## config.mk

```make
export PLATFORM = sky130hd
export DESIGN_NAME = k_way_min_merge_top_flat
export DESIGN_NICKNAME = d
export VERILOG_FILES = /design/src/hdl/kwmm_pkg.sv /design/src/hdl/kwmm_in_if.sv /design/src/hdl/kwmm_out_if.sv /design/src/hdl/kwmm_cfg_if.sv /design/src/hdl/kwmm_cell.sv /design/src/hdl/kwmm_chain.sv /design/src/hdl/k_way_min_merge_top.sv /design/src/flat_wrapper.sv
export SDC_FILE = /design/constraint.sdc
export NUM_CORES = 1
export LEC_CHECK = 0
export ABC_AREA = 1
export BUFFER_PORTS_ARGS = -buffer_cell sky130_fd_sc_hd__buf_4
export CAP_MARGIN = 10
export CORE_ASPECT_RATIO = 1.25
export CORE_MARGIN = 2
export CORE_UTILIZATION = 35
export CTS_CLUSTER_SIZE = 14
export DETAILED_ROUTE_END_ITERATION = 16
export PLACE_DENSITY = 0.57
export SETUP_SLACK_MARGIN = 0.1
export SYNTH_ARGS = -nofsm -noshare
export SYNTH_HDL_FRONTEND = slang
export SYNTH_SLANG_ARGS = --single-unit
```

## constraint.sdc

```tcl
create_clock -name i_clk -period 9.5 [get_ports i_clk]
set_input_delay 1.9 -clock i_clk [delete_from_list [all_inputs] [get_ports i_clk]]
set_output_delay 1.9 -clock i_clk [all_outputs]
set_load 0.005 [all_outputs]
```

## src/hdl/kwmm_pkg.sv

```systemverilog
`timescale 1ns / 1ps
package kwmm_pkg;

    // Fixed field widths of the channels
    localparam int SRC_BITS       = 3;
    localparam int OUT_VALUE_BITS = 32;
    localparam int CFG_BITS       = 4;

    // Active source count after reset
    localparam logic [CFG_BITS-1:0] CFG_RESET = 4'd8;

    // Control sequencer states
    typedef enum logic {
        S_IDLE,
        S_DECIDE
    } t_state;

    // Command broadcast to every cell of the sorted chain
    typedef struct packed {
        logic clr;  // empty the chain
        logic ins;  // insert the broadcast key in order
        logic pop;  // drop the head, shift the rest towards cell 0
    } t_cell_ctl;

endpackage

```

## src/hdl/kwmm_in_if.sv

```systemverilog
`timescale 1ns / 1ps
interface kwmm_in_if;
    import kwmm_pkg::*;

    logic                       valid;
    logic                       ready;
    logic [SRC_BITS-1:0]        source;
    logic signed [OUT_VALUE_BITS-1:0] value;
    logic                       exhausted;

    modport source_mp (output valid, input ready, output source, value, exhausted);
    modport sink (input valid, output ready, input source, value, exhausted);
endinterface

```

## src/hdl/kwmm_out_if.sv

```systemverilog
`timescale 1ns / 1ps
interface kwmm_out_if;
    import kwmm_pkg::*;

    logic                             valid;
    logic                             ready;
    logic signed [OUT_VALUE_BITS-1:0] min_value;
    logic [SRC_BITS-1:0]              from_source;
    logic                             finished;

    modport source (output valid, input ready, output min_value, from_source, finished);
    modport sink (input valid, output ready, input min_value, from_source, finished);
endinterface

```

## src/hdl/kwmm_cfg_if.sv

```systemverilog
`timescale 1ns / 1ps
interface kwmm_cfg_if;
    import kwmm_pkg::*;

    logic                valid;
    logic                ready;
    logic [CFG_BITS-1:0] data;

    modport source (output valid, input ready, output data);
    modport sink (input valid, output ready, input data);
endinterface

```

## src/hdl/kwmm_cell.sv

```systemverilog
`timescale 1ns / 1ps
// One cell of the sorted chain: holds one key, ascending from cell 0
module kwmm_cell #(
    parameter int KEY_BITS = 35
) (
    input  logic                     i_clk,
    input  logic                     i_rst_n,
    input  kwmm_pkg::t_cell_ctl      i_ctl,
    input  logic [KEY_BITS-1:0]      i_new_key,
    input  logic [KEY_BITS-1:0]      i_prev_key,
    input  logic                     i_prev_valid,
    input  logic                     i_prev_lt,
    input  logic [KEY_BITS-1:0]      i_next_key,
    input  logic                     i_next_valid,
    output logic [KEY_BITS-1:0]      o_key,
    output logic                     o_valid,
    output logic                     o_lt
);
    import kwmm_pkg::*;

    logic [KEY_BITS-1:0] r_key;
    logic [KEY_BITS-1:0] n_key;
    logic                r_valid;
    logic                n_valid;

    // New key belongs at or before this cell; empty cells count as +inf
    assign o_lt = !r_valid || (i_new_key < r_key);

    always_comb begin
        n_key   = r_key;
        n_valid = r_valid;
        if (i_ctl.clr) begin
            n_valid = 1'b0;
        end else if (i_ctl.ins) begin
            if (o_lt) begin
                if (i_prev_lt) begin
                    // shift right: take the left neighbour's old content
                    n_key   = i_prev_key;
                    n_valid = i_prev_valid;
                end else begin
                    n_key   = i_new_key;
                    n_valid = 1'b1;
                end
            end
        end else if (i_ctl.pop) begin
            n_key   = i_next_key;
            n_valid = i_next_valid;
        end
    end

    always_ff @(posedge i_clk) begin
        if (!i_rst_n) begin
            r_valid <= 1'b0;
        end else begin
            r_valid <= n_valid;
        end
        r_key <= n_key;
    end

    assign o_key   = r_key;
    assign o_valid = r_valid;

endmodule

```

## src/hdl/kwmm_chain.sv

```systemverilog
`timescale 1ns / 1ps
// Row of cells kept in ascending key order; cell 0 holds the minimum
module kwmm_chain #(
    parameter int NUM_CELLS = 8,
    parameter int KEY_BITS  = 35
) (
    input  logic                i_clk,
    input  logic                i_rst_n,
    input  kwmm_pkg::t_cell_ctl i_ctl,
    input  logic [KEY_BITS-1:0] i_new_key,
    output logic [KEY_BITS-1:0] o_head_key,
    output logic                o_head_valid
);
    import kwmm_pkg::*;

    logic [KEY_BITS-1:0] w_key   [NUM_CELLS];
    logic                w_valid [NUM_CELLS];
    logic                w_lt    [NUM_CELLS];

    for (genvar g = 0; g < NUM_CELLS; g++) begin : g_cell
        logic [KEY_BITS-1:0] w_pk;
        logic                w_pv;
        logic                w_pl;
        logic [KEY_BITS-1:0] w_nk;
        logic                w_nv;

        // left neighbour; cell 0 has none
        if (g == 0) begin : g_first
            assign w_pk = '0;
            assign w_pv = 1'b0;
            assign w_pl = 1'b0;
        end else begin : g_mid
            assign w_pk = w_key[g-1];
            assign w_pv = w_valid[g-1];
            assign w_pl = w_lt[g-1];
        end

        // right neighbour; the last cell refills empty on a pop
        if (g == NUM_CELLS - 1) begin : g_last
            assign w_nk = '0;
            assign w_nv = 1'b0;
        end else begin : g_inner
            assign w_nk = w_key[g+1];
            assign w_nv = w_valid[g+1];
        end

        kwmm_cell #(
            .KEY_BITS (KEY_BITS)
        ) u_cell (
            .i_clk        (i_clk),
            .i_rst_n      (i_rst_n),
            .i_ctl        (i_ctl),
            .i_new_key    (i_new_key),
            .i_prev_key   (w_pk),
            .i_prev_valid (w_pv),
            .i_prev_lt    (w_pl),
            .i_next_key   (w_nk),
            .i_next_valid (w_nv),
            .o_key        (w_key[g]),
            .o_valid      (w_valid[g]),
            .o_lt         (w_lt[g])
        );
    end

    assign o_head_key   = w_key[0];
    assign o_head_valid = w_valid[0];

endmodule

```

## src/hdl/k_way_min_merge_top.sv

```systemverilog
`timescale 1ns / 1ps
// A transaction is taken in S_IDLE and decided in S_DECIDE; a result that it releases
//   is registered in the output register.
// No new input transaction is taken until the accept/decide sequencer is back in S_IDLE;
//   it waits in S_DECIDE while a result is due and the output register is stalled.
// Reset (synchronous, active low): active count 8, active slots pending, others done,
//   sorted chain empty, output register empty.
module k_way_min_merge_top #(
    parameter int NUM_SOURCES = 8,
    parameter int VALUE_BITS  = 32
) (
    input  logic          i_clk,
    input  logic          i_rst_n,
    kwmm_in_if.sink       i_in,
    kwmm_out_if.source    o_out,
    kwmm_cfg_if.sink      i_cfg
);
    import kwmm_pkg::*;

    localparam int IDX_BITS = (NUM_SOURCES > 1) ? $clog2(NUM_SOURCES) : 1;
    localparam int KEY_BITS = VALUE_BITS + SRC_BITS;
    localparam logic [VALUE_BITS-1:0] SIGN = {1'b1, {(VALUE_BITS-1){1'b0}}};

    t_state                      r_state, n_state;
    logic [CFG_BITS-1:0]         r_active, n_active;
    logic [NUM_SOURCES-1:0]      r_pend, n_pend;
    logic                        r_out_valid, n_out_valid;
    logic [OUT_VALUE_BITS-1:0]   r_min_value, n_min_value;
    logic [SRC_BITS-1:0]         r_from_source, n_from_source;
    logic                        r_finished, n_finished;

    t_cell_ctl                   w_ctl;
    logic [KEY_BITS-1:0]         w_new_key;
    logic [KEY_BITS-1:0]         w_head_key;
    logic                        w_head_valid;
    logic [IDX_BITS-1:0]         w_in_idx;
    logic [IDX_BITS-1:0]         w_head_idx;
    logic                        w_in_ok;
    logic                        w_in_acc;
    logic                        w_cfg_acc;
    logic                        w_out_free;

    // Pending mask for a fresh merge: sources below the clamped count
    function automatic logic [NUM_SOURCES-1:0] f_restart_mask(input logic [CFG_BITS-1:0] cnt);
        logic [NUM_SOURCES-1:0] m;
        int                     eff;
        eff = int'(cnt);
        if (eff < 1) begin
            eff = 1;
        end
        if (eff > NUM_SOURCES) begin
            eff = NUM_SOURCES;
        end
        for (int i = 0; i < NUM_SOURCES; i++) begin
            m[i] = (i < eff);
        end
        return m;
    endfunction

    // Handshakes
    assign i_in.ready  = (r_state == S_IDLE);
    assign i_cfg.ready = 1'b1;
    assign w_in_acc    = i_in.valid && i_in.ready;
    assign w_cfg_acc   = i_cfg.valid && i_cfg.ready;
    assign w_out_free  = !r_out_valid || o_out.ready;

    // Sort key: value with sign flipped, then source, so ties go to the lower source
    assign w_new_key  = {VALUE_BITS'($unsigned(i_in.value)) ^ SIGN, i_in.source};
    assign w_in_idx   = IDX_BITS'(i_in.source);
    assign w_head_idx = IDX_BITS'(w_head_key[SRC_BITS-1:0]);
    assign w_in_ok    = (int'(i_in.source) < NUM_SOURCES) && r_pend[w_in_idx];

    // Sequencer: fill a pending slot, then emit the minimum (or the end marker) once nothing is pending
    always_comb begin
        n_state       = r_state;
        n_active      = r_active;
        n_pend        = r_pend;
        n_out_valid   = r_out_valid;
        n_min_value   = r_min_value;
        n_from_source = r_from_source;
        n_finished    = r_finished;
        w_ctl         = '0;

        if (r_out_valid && o_out.ready) begin
            n_out_valid = 1'b0;
        end

        if (w_cfg_acc) begin
            n_active  = i_cfg.data;
            n_pend    = f_restart_mask(i_cfg.data);
            w_ctl.clr = 1'b1;
            n_state   = S_IDLE;
        end else begin
            case (r_state)
                S_IDLE: begin
                    if (w_in_acc) begin
                        if (w_in_ok) begin
                            n_pend[w_in_idx] = 1'b0;
                            w_ctl.ins        = !i_in.exhausted;
                        end
                        n_state = S_DECIDE;
                    end
                end
                S_DECIDE: begin
                    if (|r_pend) begin
                        n_state = S_IDLE;
                    end else if (w_out_free) begin
                        n_out_valid = 1'b1;
                        if (w_head_valid) begin
                            n_min_value   = OUT_VALUE_BITS'(w_head_key[KEY_BITS-1:SRC_BITS] ^ SIGN);
                            n_from_source = w_head_key[SRC_BITS-1:0];
                            n_finished    = 1'b0;
                            n_pend[w_head_idx] = 1'b1;
                            w_ctl.pop     = 1'b1;
                        end else begin
                            // every source done: close the stream, start over
                            n_min_value   = '0;
                            n_from_source = '0;
                            n_finished    = 1'b1;
                            n_pend        = f_restart_mask(r_active);
                        end
                        n_state = S_IDLE;
                    end
                end
                default: begin
                    n_state = S_IDLE;
                end
            endcase
        end
    end

    always_ff @(posedge i_clk) begin
        if (!i_rst_n) begin
            r_state     <= S_IDLE;
            r_active    <= CFG_RESET;
            r_pend      <= f_restart_mask(CFG_RESET);
            r_out_valid <= 1'b0;
        end else begin
            r_state     <= n_state;
            r_active    <= n_active;
            r_pend      <= n_pend;
            r_out_valid <= n_out_valid;
        end
        r_min_value   <= n_min_value;
        r_from_source <= n_from_source;
        r_finished    <= n_finished;
    end

    // Sorted chain of held heads
    kwmm_chain #(
        .NUM_CELLS (NUM_SOURCES),
        .KEY_BITS  (KEY_BITS)
    ) u_chain (
        .i_clk        (i_clk),
        .i_rst_n      (i_rst_n),
        .i_ctl        (w_ctl),
        .i_new_key    (w_new_key),
        .o_head_key   (w_head_key),
        .o_head_valid (w_head_valid)
    );

    assign o_out.valid       = r_out_valid;
    assign o_out.min_value   = r_min_value;
    assign o_out.from_source = r_from_source;
    assign o_out.finished    = r_finished;

endmodule

```

## src/flat_wrapper.sv

```systemverilog
// flat-port wrapper written by rule: the top's interface ports become plain ports
module k_way_min_merge_top_flat import kwmm_pkg::*;
#(
    parameter int NUM_SOURCES = 8,
    parameter int VALUE_BITS  = 32
)
  (i_clk, i_rst_n, i_in_valid, i_in_ready, i_in_source, i_in_value, i_in_exhausted, o_out_valid, o_out_ready, o_out_min_value, o_out_from_source, o_out_finished, i_cfg_valid, i_cfg_ready, i_cfg_data);
  kwmm_in_if i_in_i ();
  kwmm_out_if o_out_i ();
  kwmm_cfg_if i_cfg_i ();
  input  logic i_clk;
  input  logic i_rst_n;
  input wire logic [$bits(i_in_i.valid)-1:0] i_in_valid;
  output wire logic [$bits(i_in_i.ready)-1:0] i_in_ready;
  input wire logic [$bits(i_in_i.source)-1:0] i_in_source;
  input wire logic [$bits(i_in_i.value)-1:0] i_in_value;
  input wire logic [$bits(i_in_i.exhausted)-1:0] i_in_exhausted;
  output wire logic [$bits(o_out_i.valid)-1:0] o_out_valid;
  input wire logic [$bits(o_out_i.ready)-1:0] o_out_ready;
  output wire logic [$bits(o_out_i.min_value)-1:0] o_out_min_value;
  output wire logic [$bits(o_out_i.from_source)-1:0] o_out_from_source;
  output wire logic [$bits(o_out_i.finished)-1:0] o_out_finished;
  input wire logic [$bits(i_cfg_i.valid)-1:0] i_cfg_valid;
  output wire logic [$bits(i_cfg_i.ready)-1:0] i_cfg_ready;
  input wire logic [$bits(i_cfg_i.data)-1:0] i_cfg_data;
  assign i_in_i.valid = i_in_valid;
  assign i_in_ready = i_in_i.ready;
  assign i_in_i.source = i_in_source;
  assign i_in_i.value = i_in_value;
  assign i_in_i.exhausted = i_in_exhausted;
  assign o_out_valid = o_out_i.valid;
  assign o_out_i.ready = o_out_ready;
  assign o_out_min_value = o_out_i.min_value;
  assign o_out_from_source = o_out_i.from_source;
  assign o_out_finished = o_out_i.finished;
  assign i_cfg_i.valid = i_cfg_valid;
  assign i_cfg_ready = i_cfg_i.ready;
  assign i_cfg_i.data = i_cfg_data;
  k_way_min_merge_top #(.NUM_SOURCES(NUM_SOURCES), .VALUE_BITS(VALUE_BITS)) u_core (.i_clk(i_clk), .i_rst_n(i_rst_n), .i_in(i_in_i), .o_out(o_out_i), .i_cfg(i_cfg_i));
endmodule
```

==> run metrics <==
cts bufs inserted=42; hold-critical path depth=2; commonest non-fill, non-tap cell in the layout=nand2_1; Initial Utilization=35.2%; max-cap violations=0; Post-synth EDFFs=316; Final Hold Viols=0; Worst setup SP type=input port; RR Endpoint=u_core.u_chain.g_cell[4].u_cell.o_key[15]; first-pass GRT wire length=125000 um; full die area=73000 um^2; Seq/Total Area, Yosys=40.1%; Finish-stage setup viols=0; layout cells sized above 1=5.91%; Finished Cell Area=27400 um^2; TritonCTS sink count=338; Cells after Synth=3260; Syn Std Cell Area=24800 um^2; GRT Resource Usage Total=22.1%; GRT overflow=0; Layout area overhead=10.4%; Worst R2R Start=u_core.r_state; FP Rows=109; Worst VDD drop=0.104 mV; worst-margin pin slew=1230 ps; dominant synthesized flop cell=edfxtp_1; FF-to-FF path depth=9; post-CTS sizing=0; CP Class=in2reg; DP Wirelength=54000 um; CTS tree=done; drt pass-1 iters=5; worst hold path type=reg2reg; Top Layer Used=met4; Post-synth ARST share=0%; syn avg cell area=7.60 um^2; PD cells=139 nW/um^2; Netlist cell types=36; f_max=177 MHz; syn_nets=3577; Die Span Y=302 um; # DRC=0; most frequent cells in the layout=nand2_1, nand3_1, inv_1; fin crit share=59.4%; setup TNS=0 ps; R2R setup slack=5030 ps; Hold Slack=506 ps; Clock Power Share=43.8%; Layout Utilization=38.9%; Met1 Wirelength=33900 um; Clk pin slew, worst setup/hold paths=70 ps; antenna violations before repair=0; worst-skew pair later-pin latency=600 ps; core area=70400 um^2; WL/cell=19.3 um; largest net degree at the start of global routing=110; antenna viol nets, final=0; Logic pwr share=12.3%; Non-Filler Instances=4227; Max Slew Vio Count=0; clock root buffer=clkbuf_16; DP Cell Count=4151; Ports=84; number of global-route vias before repair=21200; wire length on met2=38900 um; # port buffers=82; CP max stage cell=inv_8; crit-path most repeated cell=nand2_1; NumNets Final=3569; count of hold buffers inserted by post-cts repair=0; Initial DRC Count=1556; Hold Crit Start=u_core.u_chain.g_cell[5].u_cell.o_valid; setup bufs post-CTS=0; gpl congestion=0.865; relative slew slack=17.9%; P_int=2.77 mW; RSZ-0062 raised after global routing=false; antenna cell count=0; Worst EP arrival=5930 ps; Sequential Power Share=44.0%; level count of the clock H-tree=2; Via Count=21800; status=finished, final reports clean; placed inst area=26000 um^2; Min-Delay Endpoint=u_core.u_chain.g_cell[5].u_cell.o_valid; Max FO, Critical Path=109; Clock Skew=38.4 ps; Clock Path Buffers=3; Synth Register Bits=338; Horiz. Die Dim=242 um; post-route minimum period=5650 ps; Setup crit end kind=flip-flop; Routed WL=81600 um; CP cell instances=buf_4 -> inv_1 -> nand2_1 -> nand2_1 -> nand2_1 -> nand2_1 -> nand3_4 -> inv_8 -> nand3_1 -> nand2_1 -> clkinv_1 -> buf_4; switch share=27.5%; CP peak stage delay=860 ps; DR vias/cell=5.16; routed wl met3=4420 um; YS warnings=0; Switch Pwr=1.05 mW; Crit path required time=9780 ps; leak pwr=13.4 nW
-- cells in the mapped netlist, types with 9 or more instances --
master    instances  area, um^2
o211ai_1         11        82.6
clkbuf_1         49         184
nand2_2           9        56.3
o21ai_0          92         460
nand3_1         488        2440
buf_4            15         113
o21a_1           13        97.6
buf_2            68         340
nand4_1          23         144
inv_1           437        1640
dfxtp_1          22         440
nor2_1          138         518
a21oi_1         178         891
edfxtp_1        316        9490
nand2_1        1055        3960
ha_1            272        3400
buf_6             9         101
buf_1            14        52.6
-- layout make-up --
cell class	instances	area [um^2]
multi-input combinational	2328	12400
clock inverter	22	209
tap	943	1180
sequential	338	9940
fill	7461	43000
timing repair buffer	103	773
inverter	439	1660
clock buffer	54	1170
-- worst max-delay path: cells and delay by family --
| family | cells | cell delay [ps] |
|---|---|---|
| buffers and inverters | 5 | 2700 |
| AND/OR/NAND/NOR | 7 | 1260 |
-- per-stage QoR --
step / total power, mW / setup WS [ps]
2_1_floorplan: 2.00 / 4240
3_3_place_gp: 2.17 / 3270
3_5_place_dp: 2.17 / 3240
4_1_cts: 3.84 / 3850
5_1_grt: 3.95 / 3540
6_report: 3.82 / 3850
-- routing by layer --
metal	global-route usage (%)	up-vias
met5	0	-
met4	11.4	0
met3	2.96	168
met2	37.7	674
met1	27.5	10200
li1	-	10800
-- how the worst max path moves through the flow --
stage                         from                                         to  slack [ps]  depth (start not counted)
CTS                 i_in_source[1]  u_core.u_chain.g_cell[4].u_cell.o_key[16]        3850                         12
finish              i_in_source[1]  u_core.u_chain.g_cell[4].u_cell.o_key[15]        3850                         12
global placement    i_in_source[1]  u_core.u_chain.g_cell[4].u_cell.o_key[11]        3270                         12
detailed placement  i_in_source[1]  u_core.u_chain.g_cell[4].u_cell.o_key[12]        3240                         12
global route        i_in_source[1]  u_core.u_chain.g_cell[4].u_cell.o_key[16]        3540                         12
floorplan              i_cfg_valid   u_core.u_chain.g_cell[0].u_cell.o_key[0]        4240                          8
-- power by group through the flow --
stage,registers (mW),clock network [mW],logic (mW)
after floorplan,1.70,0,0.298
after global placement,1.71,0,0.459
after detailed placement,1.71,0,0.464
after CTS,1.68,1.70,0.466
after global routing,1.68,1.74,0.526
final,1.68,1.67,0.468
-- flip-flops by register name, summed over array words and instances (netlist names) --
register and cells:
u_core.o_out.from_source 3, u_core.u_chain.g_cell.u_cell.o_valid 8, u_core.o_out.min_value 32, u_core.u_chain.g_cell.u_cell.o_key 280
u_core.r_pend 8, u_core.o_out.finished 1, u_core.r_state 1, u_core.o_out.valid 1
u_core.r_active 4
-- kinds of logic (layout without fill, tap and decap cells) --
kind of cell | count (synthesis) | after routing | share of synthesized area [%]
other cells | 1 | 1 | 0.0151
buf+inv | 594 | 618 | 9.85
fa+ha+maj | 272 | 272 | 13.7
compound gates | 327 | 327 | 7.16
simple gates | 1728 | 1728 | 29.2
flops | 338 | 338 | 40.1
(Power assumes the default switching activity.)
